--- src/sv/katan_pkg.sv ---
// shared types, constants and lookup functions for the katan cipher core
// no dependencies; used by katan_keysched, katan_round and the top level
`default_nettype none

package katan_pkg;

    localparam int MAX_ROUNDS_DEF = 254;
    localparam int KEY_BITS       = 80;
    localparam int BLOCK_W        = 64;
    localparam int L1_W           = 25;
    localparam int L2_W           = 39;

    // configuration register indexes
    localparam logic [1:0] REG_BLOCK_SIZE_MODE = 2'd0;
    localparam logic [1:0] REG_ROUND_COUNT     = 2'd1;
    localparam logic [1:0] REG_START_ROUND     = 2'd2;

    // block size modes
    localparam logic [1:0] MODE_32 = 2'd0;
    localparam logic [1:0] MODE_48 = 2'd1;

    // key lfsr taps, forward: k[i+80] = k[i] ^ k[i+19] ^ k[i+30] ^ k[i+67]
    localparam int KT_A = 19;
    localparam int KT_B = 30;
    localparam int KT_C = 67;

    // round constant sequence, leftmost bit is round 0
    localparam logic [0:253] IR_SEQ = {
        30'b1111111000_1101010101_1110110011,
        30'b0010100100_0100011000_1111000010,
        30'b0001010000_0111110011_1111010100,
        30'b0101010011_0000110011_1011111011,
        30'b1010010101_1010011100_1101100010,
        30'b1110110111_1001011011_0101110010,
        30'b0100110100_0111000100_1111010000,
        30'b1110101100_0001011001_0000001101,
        14'b1100000001_0010
    };

    typedef enum logic [1:0] {
        ST_IDLE,
        ST_ROLL,
        ST_RUN,
        ST_DONE
    } state_t;

    typedef struct packed {
        logic load;
        logic fwd;
        logic back;
    } ks_ctrl_t;

    typedef struct packed {
        logic load;
        logic step;
        logic dir;
        logic ir;
        logic ka;
        logic kb;
    } rnd_ctrl_t;

    typedef struct packed {
        logic [4:0]      x0;
        logic [4:0]      x1;
        logic [4:0]      x2;
        logic [4:0]      x3;
        logic [4:0]      x4;
        logic [5:0]      y0;
        logic [5:0]      y1;
        logic [5:0]      y2;
        logic [5:0]      y3;
        logic [5:0]      y4;
        logic [5:0]      y5;
        logic [4:0]      top1;
        logic [5:0]      top2;
        logic [L1_W-1:0] m1;
        logic [L2_W-1:0] m2;
        logic [1:0]      reps;
    } geom_t;

    function automatic logic ir_bit(input logic [7:0] r);
        logic b;
        b = 1'b0;
        if (r < 8'd254)
        begin
            b = IR_SEQ[r];
        end
        return b;
    endfunction

    // unused mode 3 runs as the 64-bit block
    function automatic geom_t geometry(input logic [1:0] mode);
        geom_t g;
        unique case (mode)
            MODE_32:
            begin
                g = '{x0: 5'd12, x1: 5'd7, x2: 5'd8, x3: 5'd5, x4: 5'd3,
                      y0: 6'd18, y1: 6'd7, y2: 6'd12, y3: 6'd10, y4: 6'd8, y5: 6'd3,
                      top1: 5'd12, top2: 6'd18,
                      m1: 25'h0001FFF, m2: 39'h000007FFFF, reps: 2'd1};
            end
            MODE_48:
            begin
                g = '{x0: 5'd18, x1: 5'd12, x2: 5'd15, x3: 5'd7, x4: 5'd6,
                      y0: 6'd28, y1: 6'd19, y2: 6'd21, y3: 6'd13, y4: 6'd15, y5: 6'd6,
                      top1: 5'd18, top2: 6'd28,
                      m1: 25'h007FFFF, m2: 39'h001FFFFFFF, reps: 2'd2};
            end
            default:
            begin
                g = '{x0: 5'd24, x1: 5'd15, x2: 5'd20, x3: 5'd11, x4: 5'd9,
                      y0: 6'd38, y1: 6'd25, y2: 6'd33, y3: 6'd21, y4: 6'd14, y5: 6'd9,
                      top1: 5'd24, top2: 6'd38,
                      m1: 25'h1FFFFFF, m2: 39'h7FFFFFFFFF, reps: 2'd3};
            end
        endcase
        return g;
    endfunction

endpackage

`default_nettype wire

--- src/sv/katan_keysched.sv ---
// 80-bit round key lfsr, stepped two bits forward or backward per cycle while fwd or back is set
// depends on katan_pkg
`default_nettype none

module katan_keysched (
    input  wire logic                clk,
    input  wire logic                rst_n,
    input  wire katan_pkg::ks_ctrl_t ctrl,
    input  wire logic [63:0]         key_low,
    input  wire logic [15:0]         key_high,
    output logic                     ka,
    output logic                     kb
);

    logic [katan_pkg::KEY_BITS-1:0] kw_reg;
    logic [katan_pkg::KEY_BITS-1:0] kw_next;

    function automatic logic [katan_pkg::KEY_BITS-1:0] fwd1(
        input logic [katan_pkg::KEY_BITS-1:0] w);
        logic nb;
        nb = w[0] ^ w[katan_pkg::KT_A] ^ w[katan_pkg::KT_B] ^ w[katan_pkg::KT_C];
        return {nb, w[katan_pkg::KEY_BITS-1:1]};
    endfunction

    // recover the bit that dropped out of the window on the last forward step
    function automatic logic [katan_pkg::KEY_BITS-1:0] back1(
        input logic [katan_pkg::KEY_BITS-1:0] w);
        logic nb;
        nb = w[katan_pkg::KEY_BITS-1] ^ w[katan_pkg::KT_A-1] ^ w[katan_pkg::KT_B-1]
           ^ w[katan_pkg::KT_C-1];
        return {w[katan_pkg::KEY_BITS-2:0], nb};
    endfunction

    always_comb
    begin
        kw_next = kw_reg;
        priority if (ctrl.load)
        begin
            kw_next = {key_high, key_low};
        end
        else if (ctrl.fwd)
        begin
            kw_next = fwd1(fwd1(kw_reg));
        end
        else if (ctrl.back)
        begin
            kw_next = back1(back1(kw_reg));
        end
    end

    always_ff @(posedge clk or negedge rst_n)
    begin
        if (!rst_n)
        begin
            kw_reg <= '0;
        end
        else
        begin
            kw_reg <= kw_next;
        end
    end

    assign ka = kw_reg[0];
    assign kb = kw_reg[1];

endmodule

`default_nettype wire

--- src/sv/katan_round.sv ---
// cipher state registers and the shared round unit (one round per cycle while step is high)
// depends on katan_pkg
`default_nettype none

module katan_round (
    input  wire logic                 clk,
    input  wire logic                 rst_n,
    input  wire logic [1:0]           mode,
    input  wire katan_pkg::rnd_ctrl_t ctrl,
    input  wire logic [63:0]          data_block,
    output logic [63:0]               result_block
);

    typedef struct packed {
        logic [katan_pkg::L1_W-1:0] l1;
        logic [katan_pkg::L2_W-1:0] l2;
    } regs_t;

    katan_pkg::geom_t g;
    regs_t            st_reg;
    regs_t            st_next;
    regs_t            loaded;
    regs_t            stepped;

    function automatic regs_t step_fwd(input katan_pkg::geom_t gm, input regs_t s,
                                       input logic ir, input logic ka, input logic kb);
        regs_t o;
        logic  fa;
        logic  fb;
        fa = s.l1[gm.x0] ^ s.l1[gm.x1] ^ (s.l1[gm.x2] & s.l1[gm.x3])
           ^ (s.l1[gm.x4] & ir) ^ ka;
        fb = s.l2[gm.y0] ^ s.l2[gm.y1] ^ (s.l2[gm.y2] & s.l2[gm.y3])
           ^ (s.l2[gm.y4] & s.l2[gm.y5]) ^ kb;
        o.l1 = {s.l1[katan_pkg::L1_W-2:0], fb} & gm.m1;
        o.l2 = {s.l2[katan_pkg::L2_W-2:0], fa} & gm.m2;
        return o;
    endfunction

    function automatic regs_t step_back(input katan_pkg::geom_t gm, input regs_t s,
                                        input logic ir, input logic ka, input logic kb);
        regs_t o;
        logic  t1;
        logic  t2;
        o.l1 = s.l1 >> 1;
        o.l2 = s.l2 >> 1;
        t1 = s.l2[0] ^ o.l1[gm.x1] ^ (o.l1[gm.x2] & o.l1[gm.x3])
           ^ (o.l1[gm.x4] & ir) ^ ka;
        t2 = s.l1[0] ^ o.l2[gm.y1] ^ (o.l2[gm.y2] & o.l2[gm.y3])
           ^ (o.l2[gm.y4] & o.l2[gm.y5]) ^ kb;
        o.l1[gm.top1] = t1;
        o.l2[gm.top2] = t2;
        return o;
    endfunction

    assign g = katan_pkg::geometry(mode);

    // split the block into the two nonlinear registers
    always_comb
    begin
        unique case (mode)
            katan_pkg::MODE_32:
            begin
                loaded.l1 = {12'b0, data_block[31:19]};
                loaded.l2 = {20'b0, data_block[18:0]};
            end
            katan_pkg::MODE_48:
            begin
                loaded.l1 = {6'b0, data_block[47:29]};
                loaded.l2 = {10'b0, data_block[28:0]};
            end
            default:
            begin
                loaded.l1 = data_block[63:39];
                loaded.l2 = data_block[38:0];
            end
        endcase
    end

    // one round: the update repeated once, twice or three times
    always_comb
    begin
        stepped = st_reg;
        for (int j = 0; j < 3; j++)
        begin
            if (j < int'(g.reps))
            begin
                if (ctrl.dir)
                begin
                    stepped = step_back(g, stepped, ctrl.ir, ctrl.ka, ctrl.kb);
                end
                else
                begin
                    stepped = step_fwd(g, stepped, ctrl.ir, ctrl.ka, ctrl.kb);
                end
            end
        end
    end

    always_comb
    begin
        st_next = st_reg;
        priority if (ctrl.load)
        begin
            st_next = loaded;
        end
        else if (ctrl.step)
        begin
            st_next = stepped;
        end
    end

    always_ff @(posedge clk or negedge rst_n)
    begin
        if (!rst_n)
        begin
            st_reg <= '0;
        end
        else
        begin
            st_reg <= st_next;
        end
    end

    always_comb
    begin
        unique case (mode)
            katan_pkg::MODE_32:
            begin
                result_block = {32'b0, st_reg.l1[12:0], st_reg.l2[18:0]};
            end
            katan_pkg::MODE_48:
            begin
                result_block = {16'b0, st_reg.l1[18:0], st_reg.l2[28:0]};
            end
            default:
            begin
                result_block = {st_reg.l1, st_reg.l2};
            end
        endcase
    end

endmodule

`default_nettype wire

--- src/sv/katan_block_cipher_core_unit.sv ---
// top level of the katan 32/48/64 cipher core: config registers and round sequencer
// depends on katan_pkg, katan_keysched and katan_round
//
// usage:
//   an item (op, data_block, key_low, key_high) is taken when start is high and
//   busy is low. busy stays high until the result has been shown.
//   the result is on result_block for exactly one cycle with done high; the
//   receiver cannot stall, so the transaction completes in that cycle.
//   config writes: cfg_valid with cfg_index/cfg_data, cfg_ready is always high;
//   write only while busy is low. index 0 block size mode, 1 round count,
//   2 start round. index 3 is ignored.
// sequence: the item is loaded when it is taken, then the key rolls forward
//   (start round for encrypt, start round + rounds - 1 for decrypt), then the
//   rounds run, then done is shown. one round per cycle is set by the shared
//   round unit, the key roll by the two-bit-per-cycle key lfsr.
// a new item can be taken in the cycle after done.
// reset clears the config to 32-bit blocks, 254 rounds from round 0, and
// returns the sequencer to idle.
`default_nettype none

module katan_block_cipher_core_unit #(
    parameter int MAX_ROUNDS = katan_pkg::MAX_ROUNDS_DEF
) (
    input  wire logic        clk,
    input  wire logic        rst_n,
    input  wire logic        start,
    output logic             busy,
    input  wire logic        op,
    input  wire logic [63:0] data_block,
    input  wire logic [63:0] key_low,
    input  wire logic [15:0] key_high,
    output logic             done,
    output logic [63:0]      result_block,
    input  wire logic        cfg_valid,
    output logic             cfg_ready,
    input  wire logic [1:0]  cfg_index,
    input  wire logic [7:0]  cfg_data
);

    localparam logic [8:0] MaxR = 9'(MAX_ROUNDS);

    katan_pkg::state_t    state_reg;
    katan_pkg::state_t    state_next;
    katan_pkg::ks_ctrl_t  ks_ctrl;
    katan_pkg::rnd_ctrl_t rnd_ctrl;

    logic [1:0] mode_reg;
    logic [7:0] round_count_reg;
    logic [7:0] start_round_reg;

    logic [7:0] roll_left_reg;
    logic [7:0] roll_left_next;
    logic [7:0] rounds_left_reg;
    logic [7:0] rounds_left_next;
    logic [7:0] round_reg;
    logic [7:0] round_next;
    logic       dir_reg;
    logic       dir_next;

    logic       accept;
    logic [8:0] span;
    logic [7:0] cnt_eff;
    logic [7:0] roll_amt;
    logic       ka;
    logic       kb;

    assign cfg_ready = 1'b1;
    assign accept    = start && (state_reg == katan_pkg::ST_IDLE);

    always_ff @(posedge clk or negedge rst_n)
    begin
        if (!rst_n)
        begin
            mode_reg        <= 2'd0;
            round_count_reg <= 8'd254;
            start_round_reg <= 8'd0;
        end
        else if (cfg_valid)
        begin
            unique case (cfg_index)
                katan_pkg::REG_BLOCK_SIZE_MODE: mode_reg        <= cfg_data[1:0];
                katan_pkg::REG_ROUND_COUNT:     round_count_reg <= cfg_data;
                katan_pkg::REG_START_ROUND:     start_round_reg <= cfg_data;
                default:
                begin
                end
            endcase
        end
    end

    // saturate the round window at the end of the constant table
    always_comb
    begin
        span = {1'b0, start_round_reg} + {1'b0, round_count_reg};
        priority if ({1'b0, start_round_reg} >= MaxR)
        begin
            cnt_eff = 8'd0;
        end
        else if (span > MaxR)
        begin
            cnt_eff = 8'(MaxR - {1'b0, start_round_reg});
        end
        else
        begin
            cnt_eff = round_count_reg;
        end
    end

    // decryption starts from the last round of the window
    always_comb
    begin
        if (op && (cnt_eff != 8'd0))
        begin
            roll_amt = start_round_reg + cnt_eff - 8'd1;
        end
        else
        begin
            roll_amt = start_round_reg;
        end
    end

    always_comb
    begin
        state_next = state_reg;
        unique case (state_reg)
            katan_pkg::ST_IDLE:
            begin
                if (start)
                begin
                    priority if (cnt_eff == 8'd0)
                    begin
                        state_next = katan_pkg::ST_DONE;
                    end
                    else if (roll_amt == 8'd0)
                    begin
                        state_next = katan_pkg::ST_RUN;
                    end
                    else
                    begin
                        state_next = katan_pkg::ST_ROLL;
                    end
                end
            end
            katan_pkg::ST_ROLL:
            begin
                if (roll_left_reg == 8'd1)
                begin
                    state_next = katan_pkg::ST_RUN;
                end
            end
            katan_pkg::ST_RUN:
            begin
                if (rounds_left_reg == 8'd1)
                begin
                    state_next = katan_pkg::ST_DONE;
                end
            end
            katan_pkg::ST_DONE:
            begin
                state_next = katan_pkg::ST_IDLE;
            end
            default:
            begin
                state_next = katan_pkg::ST_IDLE;
            end
        endcase
    end

    always_comb
    begin
        busy          = (state_reg != katan_pkg::ST_IDLE);
        done          = (state_reg == katan_pkg::ST_DONE);
        ks_ctrl.load  = accept;
        ks_ctrl.fwd   = (state_reg == katan_pkg::ST_ROLL)
                     || ((state_reg == katan_pkg::ST_RUN) && !dir_reg);
        ks_ctrl.back  = (state_reg == katan_pkg::ST_RUN) && dir_reg;
        rnd_ctrl.load = accept;
        rnd_ctrl.step = (state_reg == katan_pkg::ST_RUN);
        rnd_ctrl.dir  = dir_reg;
        rnd_ctrl.ir   = katan_pkg::ir_bit(round_reg);
        rnd_ctrl.ka   = ka;
        rnd_ctrl.kb   = kb;
    end

    always_comb
    begin
        roll_left_next   = roll_left_reg;
        rounds_left_next = rounds_left_reg;
        round_next       = round_reg;
        dir_next         = dir_reg;
        if (accept)
        begin
            roll_left_next   = roll_amt;
            rounds_left_next = cnt_eff;
            round_next       = roll_amt;
            dir_next         = op;
        end
        else if (state_reg == katan_pkg::ST_ROLL)
        begin
            roll_left_next = roll_left_reg - 8'd1;
        end
        else if (state_reg == katan_pkg::ST_RUN)
        begin
            rounds_left_next = rounds_left_reg - 8'd1;
            round_next       = dir_reg ? (round_reg - 8'd1) : (round_reg + 8'd1);
        end
    end

    always_ff @(posedge clk or negedge rst_n)
    begin
        if (!rst_n)
        begin
            state_reg       <= katan_pkg::ST_IDLE;
            roll_left_reg   <= 8'd0;
            rounds_left_reg <= 8'd0;
            round_reg       <= 8'd0;
            dir_reg         <= 1'b0;
        end
        else
        begin
            state_reg       <= state_next;
            roll_left_reg   <= roll_left_next;
            rounds_left_reg <= rounds_left_next;
            round_reg       <= round_next;
            dir_reg         <= dir_next;
        end
    end

    katan_keysched u_keysched (
        .clk      (clk),
        .rst_n    (rst_n),
        .ctrl     (ks_ctrl),
        .key_low  (key_low),
        .key_high (key_high),
        .ka       (ka),
        .kb       (kb)
    );

    katan_round u_round (
        .clk          (clk),
        .rst_n        (rst_n),
        .mode         (mode_reg),
        .ctrl         (rnd_ctrl),
        .data_block   (data_block),
        .result_block (result_block)
    );

`ifndef NO_ASSERTIONS
    a_done_single: assert property (@(posedge clk) disable iff (!rst_n)
        done |=> !done)
        else $error("done held longer than one cycle");

    a_accept_busy: assert property (@(posedge clk) disable iff (!rst_n)
        (start && !busy) |=> busy)
        else $error("accepted transaction did not raise busy");

    a_roll_nonzero: assert property (@(posedge clk) disable iff (!rst_n)
        (state_reg == katan_pkg::ST_ROLL) |-> (roll_left_reg != 8'd0))
        else $error("key roll entered with zero count");

    a_run_nonzero: assert property (@(posedge clk) disable iff (!rst_n)
        (state_reg == katan_pkg::ST_RUN) |-> (rounds_left_reg != 8'd0))
        else $error("round loop entered with zero rounds left");
`endif

endmodule

`default_nettype wire
--- config.mk ---
export PLATFORM = sky130hd
export DESIGN_NAME = katan_block_cipher_core_unit
export DESIGN_NICKNAME = d
export VERILOG_FILES = /design/src/sv/katan_pkg.sv /design/src/sv/katan_keysched.sv /design/src/sv/katan_round.sv /design/src/sv/katan_block_cipher_core_unit.sv
export SDC_FILE = /design/constraint.sdc
export NUM_CORES = 1
export LEC_CHECK = 0
export ABC_CLOCK_PERIOD_IN_PS = 10000
export BUFFER_PORTS_ARGS = -buffer_cell sky130_fd_sc_hd__buf_2
export CAP_MARGIN = 20
export CORE_MARGIN = 1.5
export CORE_UTILIZATION = 42
export CTS_CLUSTER_SIZE = 20
export DETAILED_ROUTE_END_ITERATION = 7
export SETUP_SLACK_MARGIN = 0.2
export SYNTH_ARGS = -nofsm -noshare
export SYNTH_HDL_FRONTEND = slang
export SYNTH_SLANG_ARGS = --single-unit
--- constraint.sdc ---
create_clock -name clk -period 10 [get_ports clk]
set_input_delay 2.5 -clock clk [delete_from_list [all_inputs] [get_ports clk]]
set_output_delay 2.5 -clock clk [all_outputs]
set_load 0.005 [all_outputs]
-- Yosys cells after proc, flatten, opt, wreduce, memory -nomap -nowiden
Memory sizes are Yosys's and may differ from the RTL's.
Index checks and enable logic that the tools add are counted.
- logic and storage cells: 333
- input bits: 159
- memories kept: 1
- ROM bits: 256
- register bits after elaboration: 189
- reduce and logical (&&, ||, !) cells: 23
- eq/ne operators: 12
- add/sub/neg operators: 8
- mux-type cells: 165
- bitwise gates (word level): 91
- magnitude comparators: 22
- memory list (memory ; words ; bits a word ; rd ports ; clocked after Yosys merged registers in ; wr ports ; RTL line ; RTL):
    (no name shown) ; 256 ; 1 ; 1 ; 0 ; 0 ; katan_pkg.sv:86 ; b = IR_SEQ[r];
- operators by type and width (cell ; number):
    $mux 64 ; 8
    $pmux 138 s2 ; 1
    $pmux 64 s2 ; 2
    $mux 80 ; 3
    $bmux 1 s6 ; 33
    $bmux 1 s5 ; 27
    $and 39x39->39 ; 3
    $bwmux 39 ; 3
    $mux 8 ; 12
    $and 25x25->25 ; 3
    $bwmux 25 ; 3
    $mux 1 ; 65
    $xor 1x1->1 ; 60
    $lt 6x7->1 const B ; 7
    $lt 5x6->1 const B ; 6
    $sub 8x1->8 const B ; 4
    $and 1x1->1 ; 24
    $eq 8x1->1 const B ; 2
    $logic_not 8->1 ; 2
    $mux 2 ; 5
    $add 8x8->9 ; 1
    $ge 9x9->1 const B ; 1
    $gt 9x8->1 const B ; 1
    $not 8->9 ; 1
    other kinds (25) ; 44

-- Logic depth before layout (Yosys ltp)
Gate-level depths: netlist of the first run.
- word-level depth: 31
- mapped depth: 23

-- By module
A second synthesis of the first run with hierarchy kept.
- cell total of the unflattened synthesis: 2073
- area total of the unflattened synthesis: 17682.0 µm²
- by module, submodules not included (module ; times used ; area each (µm²) ; cells an instance):
    katan_round ; 1 ; 8232.9 ; 1128
    katan_keysched ; 1 ; 5205.0 ; 450
    katan_block_cipher_core_unit ; 1 ; 4244.1 ; 495

-- Worst setup path before layout of the first run
No wires, ideal clock.
- path kind: flip-flop to flip-flop
- from: register round_count_reg[0]
- to: register state_reg[1]
- path slack: 5.238 ns
- cell stages (with the launch flop): 24
- data required time: 9.876 ns
- library setup time: 0.124 ns
- data arrival time: 4.638 ns
- period minus slack after synthesis: 4.762 ns
- cells stage by stage: dfrtp_1 -> ha_1 -> fa_1 -> a21oi_1 -> a2bb2oi_1 -> a21oi_1 -> a311oi_4 -> buf_2 -> mux2_2 -> nand2_1 -> ha_1 -> inv_1 -> ha_1 -> inv_1 -> fa_1 -> inv_1 -> a21o_1 -> a21oi_1 -> o21bai_1 -> a21oi_1 -> xor3_1 -> mux2i_1 -> o2111a_1 -> a211o_1
- longest elaborated chain between the ends: 12
- elaborated cells on any way between the ends: 15
- RTL lines (what ; RTL line ; RTL):
    start: declaration ; katan_block_cipher_core_unit.sv:48 ; logic [7:0] round_count_reg;
    start signal: assignment ; katan_block_cipher_core_unit.sv:82 ; katan_pkg::REG_ROUND_COUNT: round_count_reg <= cfg_data;
    $add 8x8->9 ; katan_block_cipher_core_unit.sv:94 ; span = {1'b0, start_round_reg} + {1'b0, round_count_reg};
    $gt 9x8->1 ; katan_block_cipher_core_unit.sv:99 ; else if (span > MaxR)
    $mux 8 (*) ; katan_block_cipher_core_unit.sv:99 ;
    $mux 8 (*) ; katan_block_cipher_core_unit.sv:95 ; priority if ({1'b0, start_round_reg} >= MaxR)
    $add 8x8->8 or $reduce_bool 8->1 (tied branches) ; katan_block_cipher_core_unit.sv:114, katan_block_cipher_core_unit.sv:112 ;
    $sub 8x1->8 or $logic_and 1x1->1 (tied branches) ; katan_block_cipher_core_unit.sv:114, katan_block_cipher_core_unit.sv:112 ;
    $mux 8 ; katan_block_cipher_core_unit.sv:112 ; if (op && (cnt_eff != 8'd0))
    $logic_not 8->1 ; katan_block_cipher_core_unit.sv:134 ; else if (roll_amt == 8'd0)
    $mux 2 ; katan_block_cipher_core_unit.sv:134 ;
    $mux 2 (*) ; katan_block_cipher_core_unit.sv:130 ; priority if (cnt_eff == 8'd0)
    $mux 2 (*) ; katan_block_cipher_core_unit.sv:128 ; if (start)
    $pmux 2 s4 (*) ; katan_block_cipher_core_unit.sv:125 ; unique case (state_reg)
    end signal: assignment ; katan_block_cipher_core_unit.sv:213 ; state_reg <= katan_pkg::ST_IDLE;
    end signal: assignment ; katan_block_cipher_core_unit.sv:221 ; state_reg <= state_next;
    end: declaration ; katan_block_cipher_core_unit.sv:42 ; katan_pkg::state_t state_reg;
Mark *: on every way between the ends. The rest lies on a longest branch, timed or not. The select of a mux whose other input is x is not followed.
A chain may end at the register's enable or synchronous reset.

-- Final worst setup path of the first run
- from: register mode_reg[0]
- to: output port result_block[34]
- longest elaborated chain between the ends: 2
- elaborated cells on any way between the ends: 3
- RTL lines (what ; RTL line ; RTL):
    start: declaration ; katan_block_cipher_core_unit.sv:47 ; logic [1:0] mode_reg;
    start signal: assignment ; katan_block_cipher_core_unit.sv:81 ; katan_pkg::REG_BLOCK_SIZE_MODE: mode_reg <= cfg_data[1:0];
    $eq 2x1->1 or $logic_not 2->1 (tied branches) ; katan_round.sv:126 ; unique case (mode)
    $pmux 64 s2 (*) ; katan_round.sv:126 ;
    end: declaration ; katan_block_cipher_core_unit.sv:33 ; output logic [63:0] result_block,
Mark *: on every way between the ends. The rest lies on a longest branch, timed or not.

==> results of run 1 <==
[through the flow]
step / setup slack, ps / cells / total power [mW] / hold WS (ps) / utilization [%]
global placement: 4679 / 2738 / 6.068 / 490.1 / 45.36
floorplan: 5238 / 2193 / 5.016 / 467.1 / -
CTS: 4321 / 2770 / 6.852 / 516.2 / 46.75
finish: 4219 / 2779 / 6.925 / 514.6 / 46.87
detailed placement: 4663 / 2738 / 6.142 / 499.0 / 45.36
global route: 4112 / 2775 / 7.466 / 538.3 / 46.85
[per-layer routing]
| metal | global-route usage, % | routed length [microns] |
|---|---|---|
| met3 | 7.175 | 6529 |
| met2 | 42.53 | 26470 |
| met4 | 10.82 | 1977 |
| met5 | 0 | 125 |
| met1 | 39.50 | 25210 |
[cell type report]
cell class,count,share of cell area (%)
antenna,8,0.1068
clock buffer,21,2.402
clock inverter,11,0.5805
inverter,55,1.101
multi-input combinational,1724,59.90
sequential,189,25.33
tap,525,3.503
timing repair buffer,246,7.079
[where the power goes]
group	leakage (nW)	internal, mW	switching [mW]	total, mW
clock network	0.278	0.354	0.332	0.686
logic	5.72	1.89	2.46	4.36
registers	2.33	1.11	0.776	1.88
total	8.33	3.35	3.57	6.92
[cell usage after synthesis (27+ instances only)]
cell type / count
a21oi_1: 190
nor2_1: 177
ha_1: 49
o21ai_0: 224
mux2_2: 31
buf_1: 27
inv_1: 53
mux2i_1: 154
clkbuf_1: 112
nand2_1: 340
xnor2_1: 73
buf_2: 57
mux4_2: 28
o211ai_1: 37
dfrtp_1: 182
nand3_1: 60
[cell families (layout without fill, tap and decap cells)]
logic type / after synthesis / in the layout
and+or+nand+nor: 711 / 711
AOI/OAI and AO/OA: 652 / 652
buffers and inverters: 280 / 333
muxes: 216 / 216
DFF: 189 / 189
xor gates and xnor gates: 92 / 92
adders and majority gates: 52 / 52
other: 1 / 9
[critical path: cells and delay by family (launching register included)]
| kind | cells | cell delay [ps] |
|---|---|---|
| flops | 1 | 910 |
| buf+inv | 2 | 790 |
| simple gates | 1 | 480 |
| compound gates | 1 | 550 |
[final timing paths]
kind                            cells after the start               endpoint  slack [ps]                   from
max in group asynchronous                           2                dir_reg        6730                  rst_n
worst max register to register                     22           state_reg[1]        4610     start_round_reg[0]
worst min-delay path                                2  u_keysched.kw_reg[63]         510  u_keysched.kw_reg[63]
worst max-delay path                                4       result_block[34]        4220            mode_reg[0]
worst min register to register                      2  u_keysched.kw_reg[63]         510  u_keysched.kw_reg[63]
min in group asynchronous                           1     start_round_reg[2]        2000                  rst_n
==> impl_metrics.csv, run 1 <==
group,metric,value,unit
critical_path,cp.arrival,3280,ps
detailed_routing,wl,60.31,mm
clock_network,cts_tree,"done",
power,powerDensity,369.3,mW/mm^2
logic_synthesis,synth-async-reset-ratio,100.0,%
sta,max_slew_margin,27.11,%
clock_network,hold_buffers,0,
clock_network,cts-buffers-inserted,17,
sta,drv_slew,0,
final_layout,largest_register_ffs,80,
logic_synthesis,post_synth.cell_area_avg,7.831,sq um
critical_path,worst_setup_path_end_kind,"output pin",
detailed_routing,routed_via_density,6.111,
final_layout,register_area,0.004750,sq mm
power,peakVddDrop,0.0001845,V
floorplanning,die_y,205.2,microns
logic_synthesis,syn-instance-count,2193,
clock_network,cts_root_buf,"clkbuf_16",
sta,finalHoldViolations,0,
floorplanning,die-area,0.04211,sq mm
logic_synthesis,synth_adder_area_share,3.920,%
floorplanning,initial_utilization,42.93,%
final_layout,multiInputGateArea,0.01123,sq mm
placement,numPortBuffers,224,
clock_network,ctsResizeCount,0,
critical_path,start_kind,"flop",
clock_network,clk_pin_slew,70,ps
clock_network,htreeDepth,4,
logic_synthesis,synth_edf_count,0,
sta,grt_setup_unrepaired,"no",
critical_path,crit_type,"flop to output pin",
global_route,grt_pass1_wl,92.82,mm
logic_synthesis,yosys_warnings,0,
final_layout,final_area,0.01875,sq mm
detailed_routing,vias,16980,
logic_synthesis,synthXorXnorAreaFrac,4.903,%
detailed_routing,drtAntennaViolNets,0,
critical_path,crit_path_max_fanout,62,
critical_path,cp_slowest_cell,"dfrtp_4",
final_layout,layout_commonest_cell,"nand2_1",
logic_synthesis,synth_top_family_by_area,"compound AO/OA/AOI/OAI gates",
logic_synthesis,synth_flop_cell,"dfrtp_1",
logic_synthesis,ys_ff_latch,189,
sta,finalClockSkew,15.03,ps
min_path,hp-class,"flop to flop",
global_route,antenna_found_initial,18,
final_layout,nets,2444,
floorplanning,die_w,205.2,microns
clock_network,clock_latency,480,ps
clock_network,max-clock-path-buffers,2,
logic_synthesis,netlist_area,0.01717,sq mm
logic_synthesis,syn-num-nets,2404,
sta,setup-tns-final,0,ps
run_status,status,"complete, no violations",
global_route,first_global_vias,15910,
placement,hpwl,42.34,mm
detailed_routing,drt_iter0_drc,2003,
final_layout,fillers,3971,
logic_synthesis,synth_seq_area_share,27.59,%
global_route,grt_max_degree,245,
power,p_leak,8.330,nW
placement,gp_routability_congestion,0.9497,
global_route,grt_overflow,0,
sta,fmax,173.0,MHz
logic_synthesis,yosysTopAreaCellShare,26.52,%
clock_network,cts_sinks,189,
detailed_routing,wl_per_cell,21.70,microns
floorplanning,core_area,0.04001,sq mm
critical_path,cp_data_required_time,7500,ps
sta,max_slew.worst_pin.slew,1093,ps
final_layout,final_cell_mix,"nand2_1 (339), o21ai_0 (224), buf_2 (223)",
sta,post-route-period-util,57.81,%
sta,finalSetupViolCount,0,
final_layout,syn_to_final_growth,9.195,%
placement,postPlaceCellArea,0.01814,sq mm
critical_path,crit_chain,"buf_4 -> nand2b_1 -> o21ai_0 -> buf_2",
detailed_routing,drcViolationCount,0,
critical_path,critPathMaxStageDelay,910,ps
logic_synthesis,synth_top_area_cell,"dfrtp_1",
logic_synthesis,yosysUniqueCellTypes,91,
logic_synthesis,synthMuxAreaShare,14.92,%
final_layout,drive_gt1_share,16.61,%
detailed_routing,drt-pass1-iter-count,6,
sta,period_minus_slack,5781,ps
logic_synthesis,synth_area_leaders,"dfrtp_1 (27%), mux2i_1 (9.0%), nand2_1 (7.4%)",
logic_synthesis,synth-simple-area-share,18.09,%
job,cap_viol_max_count,0,
global_route,track_usage,28.49,%
floorplanning,rows,73,
floorplanning,ios,226,
clock_network,post-cts-setup-buffer-count,0,
logic_synthesis,synth_compound_area_share,23.37,%
No activity file was read; power rests on OpenSTA's default activity.
==> run 2, diff against run 1 <==
- ABC_CLOCK_PERIOD_IN_PS: 10000 -> 5000
- clock period: 10 -> 5 ns (I/O delays scaled with it)
==> impl_metrics.csv, run 2 (synthesis gave the netlist of run 1 again) <==
group,metric,value,unit
final_layout,drive_gt1_share,18.50,%
sta,max_slew_margin,38.28,%
detailed_routing,drt-pass1-iter-count,8,
sta,whs,514.1,ps
power,powerDensity,740.7,mW/mm^2
clock_network,clock_latency,470,ps
job,cap_viol_max_count,0,
clock_network,cts_sinks,189,
sta,grt_setup_unrepaired,"yes",
power,pwr-share-clk,9.8,%
power,p_comb_share,64.4,%
detailed_routing,drtAntennaViolNets,0,
sta,drv_slew,0,
global_route,grt_max_degree,185,
placement,numPortBuffers,224,
clock_network,cts_root_buf,"clkbuf_16",
global_route,grt_pass1_wl,94.86,mm
placement,hpwl,43.67,mm
sta,finalSetupViolCount,0,
final_layout,fillers,4014,
detailed_routing,wl_per_cell,21.99,microns
critical_path,crit_path_max_fanout,8,
run_status,status,"complete, no violations",
clock_network,cts-buffers-inserted,17,
detailed_routing,wl,61.67,mm
clock_network,htreeDepth,4,
floorplanning,die_y,205.2,microns
detailed_routing,drt_iter0_drc,1578,
floorplanning,die_w,205.2,microns
detailed_routing,routed_via_density,6.028,
power,sequentialPowerShare,25.8,%
power,intPower,6.903,mW
power,p_leak,8.486,nW
sta,finalHoldViolations,0,
global_route,first_global_vias,16080,
clock_network,clk_pin_slew,80,ps
sta,worst_slack,365.3,ps
final_layout,final_cell_mix,"nand2_1 (338), buf_2 (223), o21ai_0 (222)",
floorplanning,ios,226,
critical_path,worst_setup_path_end_kind,"flop",
floorplanning,die-area,0.04211,sq mm
critical_path,cp.arrival,4990,ps
final_layout,largest_register_ffs,80,
final_layout,final_core_util,47.94,%
power,p_sw,7.304,mW
sta,setup-tns-final,0,ps
global_route,track_usage,29.12,%
placement,post-place-ws,-74.07,ps
sta,max_slew.worst_pin.slew,922.3,ps
power,peakVddDrop,0.0003400,V
final_layout,syn_to_final_growth,11.69,%
sta,period_minus_slack,4635,ps
global_route,grt_overflow,0,
floorplanning,rows,73,
critical_path,start_kind,"flop",
min_path,hp-class,"flop to flop",
global_route,antenna_found_initial,23,
critical_path,cp_data_required_time,5350,ps
placement,gp_routability_congestion,0.9451,
final_layout,nets,2468,
clock_network,cts_tree,"done",
sta,post-route-period-util,92.69,%
power,power.share.switching,51.41,%
critical_path,crit_type,"flop to flop",
floorplanning,core_area,0.04001,sq mm
clock_network,max-clock-path-buffers,2,
final_layout,layout_commonest_cell,"nand2_1",
sta,fmax,215.8,MHz
sta,finalClockSkew,12.80,ps
floorplanning,initial_utilization,42.93,%
detailed_routing,drcViolationCount,0,
detailed_routing,vias,16900,
-- run 2: metrics by stage --
step,std cells,power [mW],cell area [sq um]
2_1_floorplan,2193,10.03,17170
3_3_place_gp,2756,12.33,18380
3_5_place_dp,2756,12.46,18380
4_1_cts,2789,13.92,18990
5_1_grt,2799,15.33,19170
6_report,2804,14.21,19180
-- run 2: layout make-up --
type / count / area (sq um) / area share, %
diodes: 9 / 22.52 / 0.1174
clock buffers: 18 / 429.2 / 2.238
clock inverters: 14 / 153.9 / 0.8024
inverters: 55 / 206.4 / 1.076
multi-input cells: 1724 / 11370 / 59.28
flip-flops and latches: 189 / 4750 / 24.76
well taps: 525 / 656.9 / 3.425
repair buffers: 270 / 1592 / 8.298
-- run 2: worst paths after layout --
kind	startpoint	end	slack, ps	cells past startpoint
min	u_keysched.kw_reg[4]	u_keysched.kw_reg[4]	510	2
min reg2reg	u_keysched.kw_reg[4]	u_keysched.kw_reg[4]	510	2
max in group asynchronous	rst_n	u_keysched.kw_reg[32]	3090	2
min in group asynchronous	rst_n	start_round_reg[3]	840	1
max	round_count_reg[0]	state_reg[1]	370	20
max reg2reg	round_count_reg[0]	state_reg[1]	370	20
-- run 2: power groups by stage --
stage / clock network [mW] / logic, mW / registers (mW)
detailed placement: 0 / 8.82 / 3.63
CTS: 1.42 / 8.89 / 3.60
finish: 1.39 / 9.15 / 3.66
global route: 1.47 / 10.1 / 3.76
floorplan: 0 / 7.32 / 2.72
global placement: 0 / 8.71 / 3.62
-- run 2: timing repair --
action / CTS / global route
buffers inserted: 1 / 6
pin swaps: 1 / 15
gates resized for setup: 7 / 23
hold buffers: 0 / 0
setup endpoints to repair: 4 / 5
gates cloned: 0 / 0
-- run 2: critical path, cell delays in order (launching register included) --
cell	delay, ps
dfrtp_1	420
ha_4	180
fa_2	400
a21oi_4	180
o21ai_1	80
and2_4	160
a311oi_4	340
buf_6	180
mux2_2	330
nand2_1	150
ha_4	240
fa_2	410
inv_1	70
a21o_1	120
a21oi_2	50
o21bai_1	120
a21oi_1	80
xor3_2	410
mux2i_1	140
o2111a_1	240
a211o_1	220
-- run 2: routing by layer --
metal / vias up / global-route usage [%] / wire length (microns)
li1: 7923 / - / -
met1: 8089 / 39.20 / 26020
met2: 749 / 45.05 / 27670
met3: 117 / 8.267 / 6081
met4: 24 / 9.072 / 1747
met5: - / 0 / 150
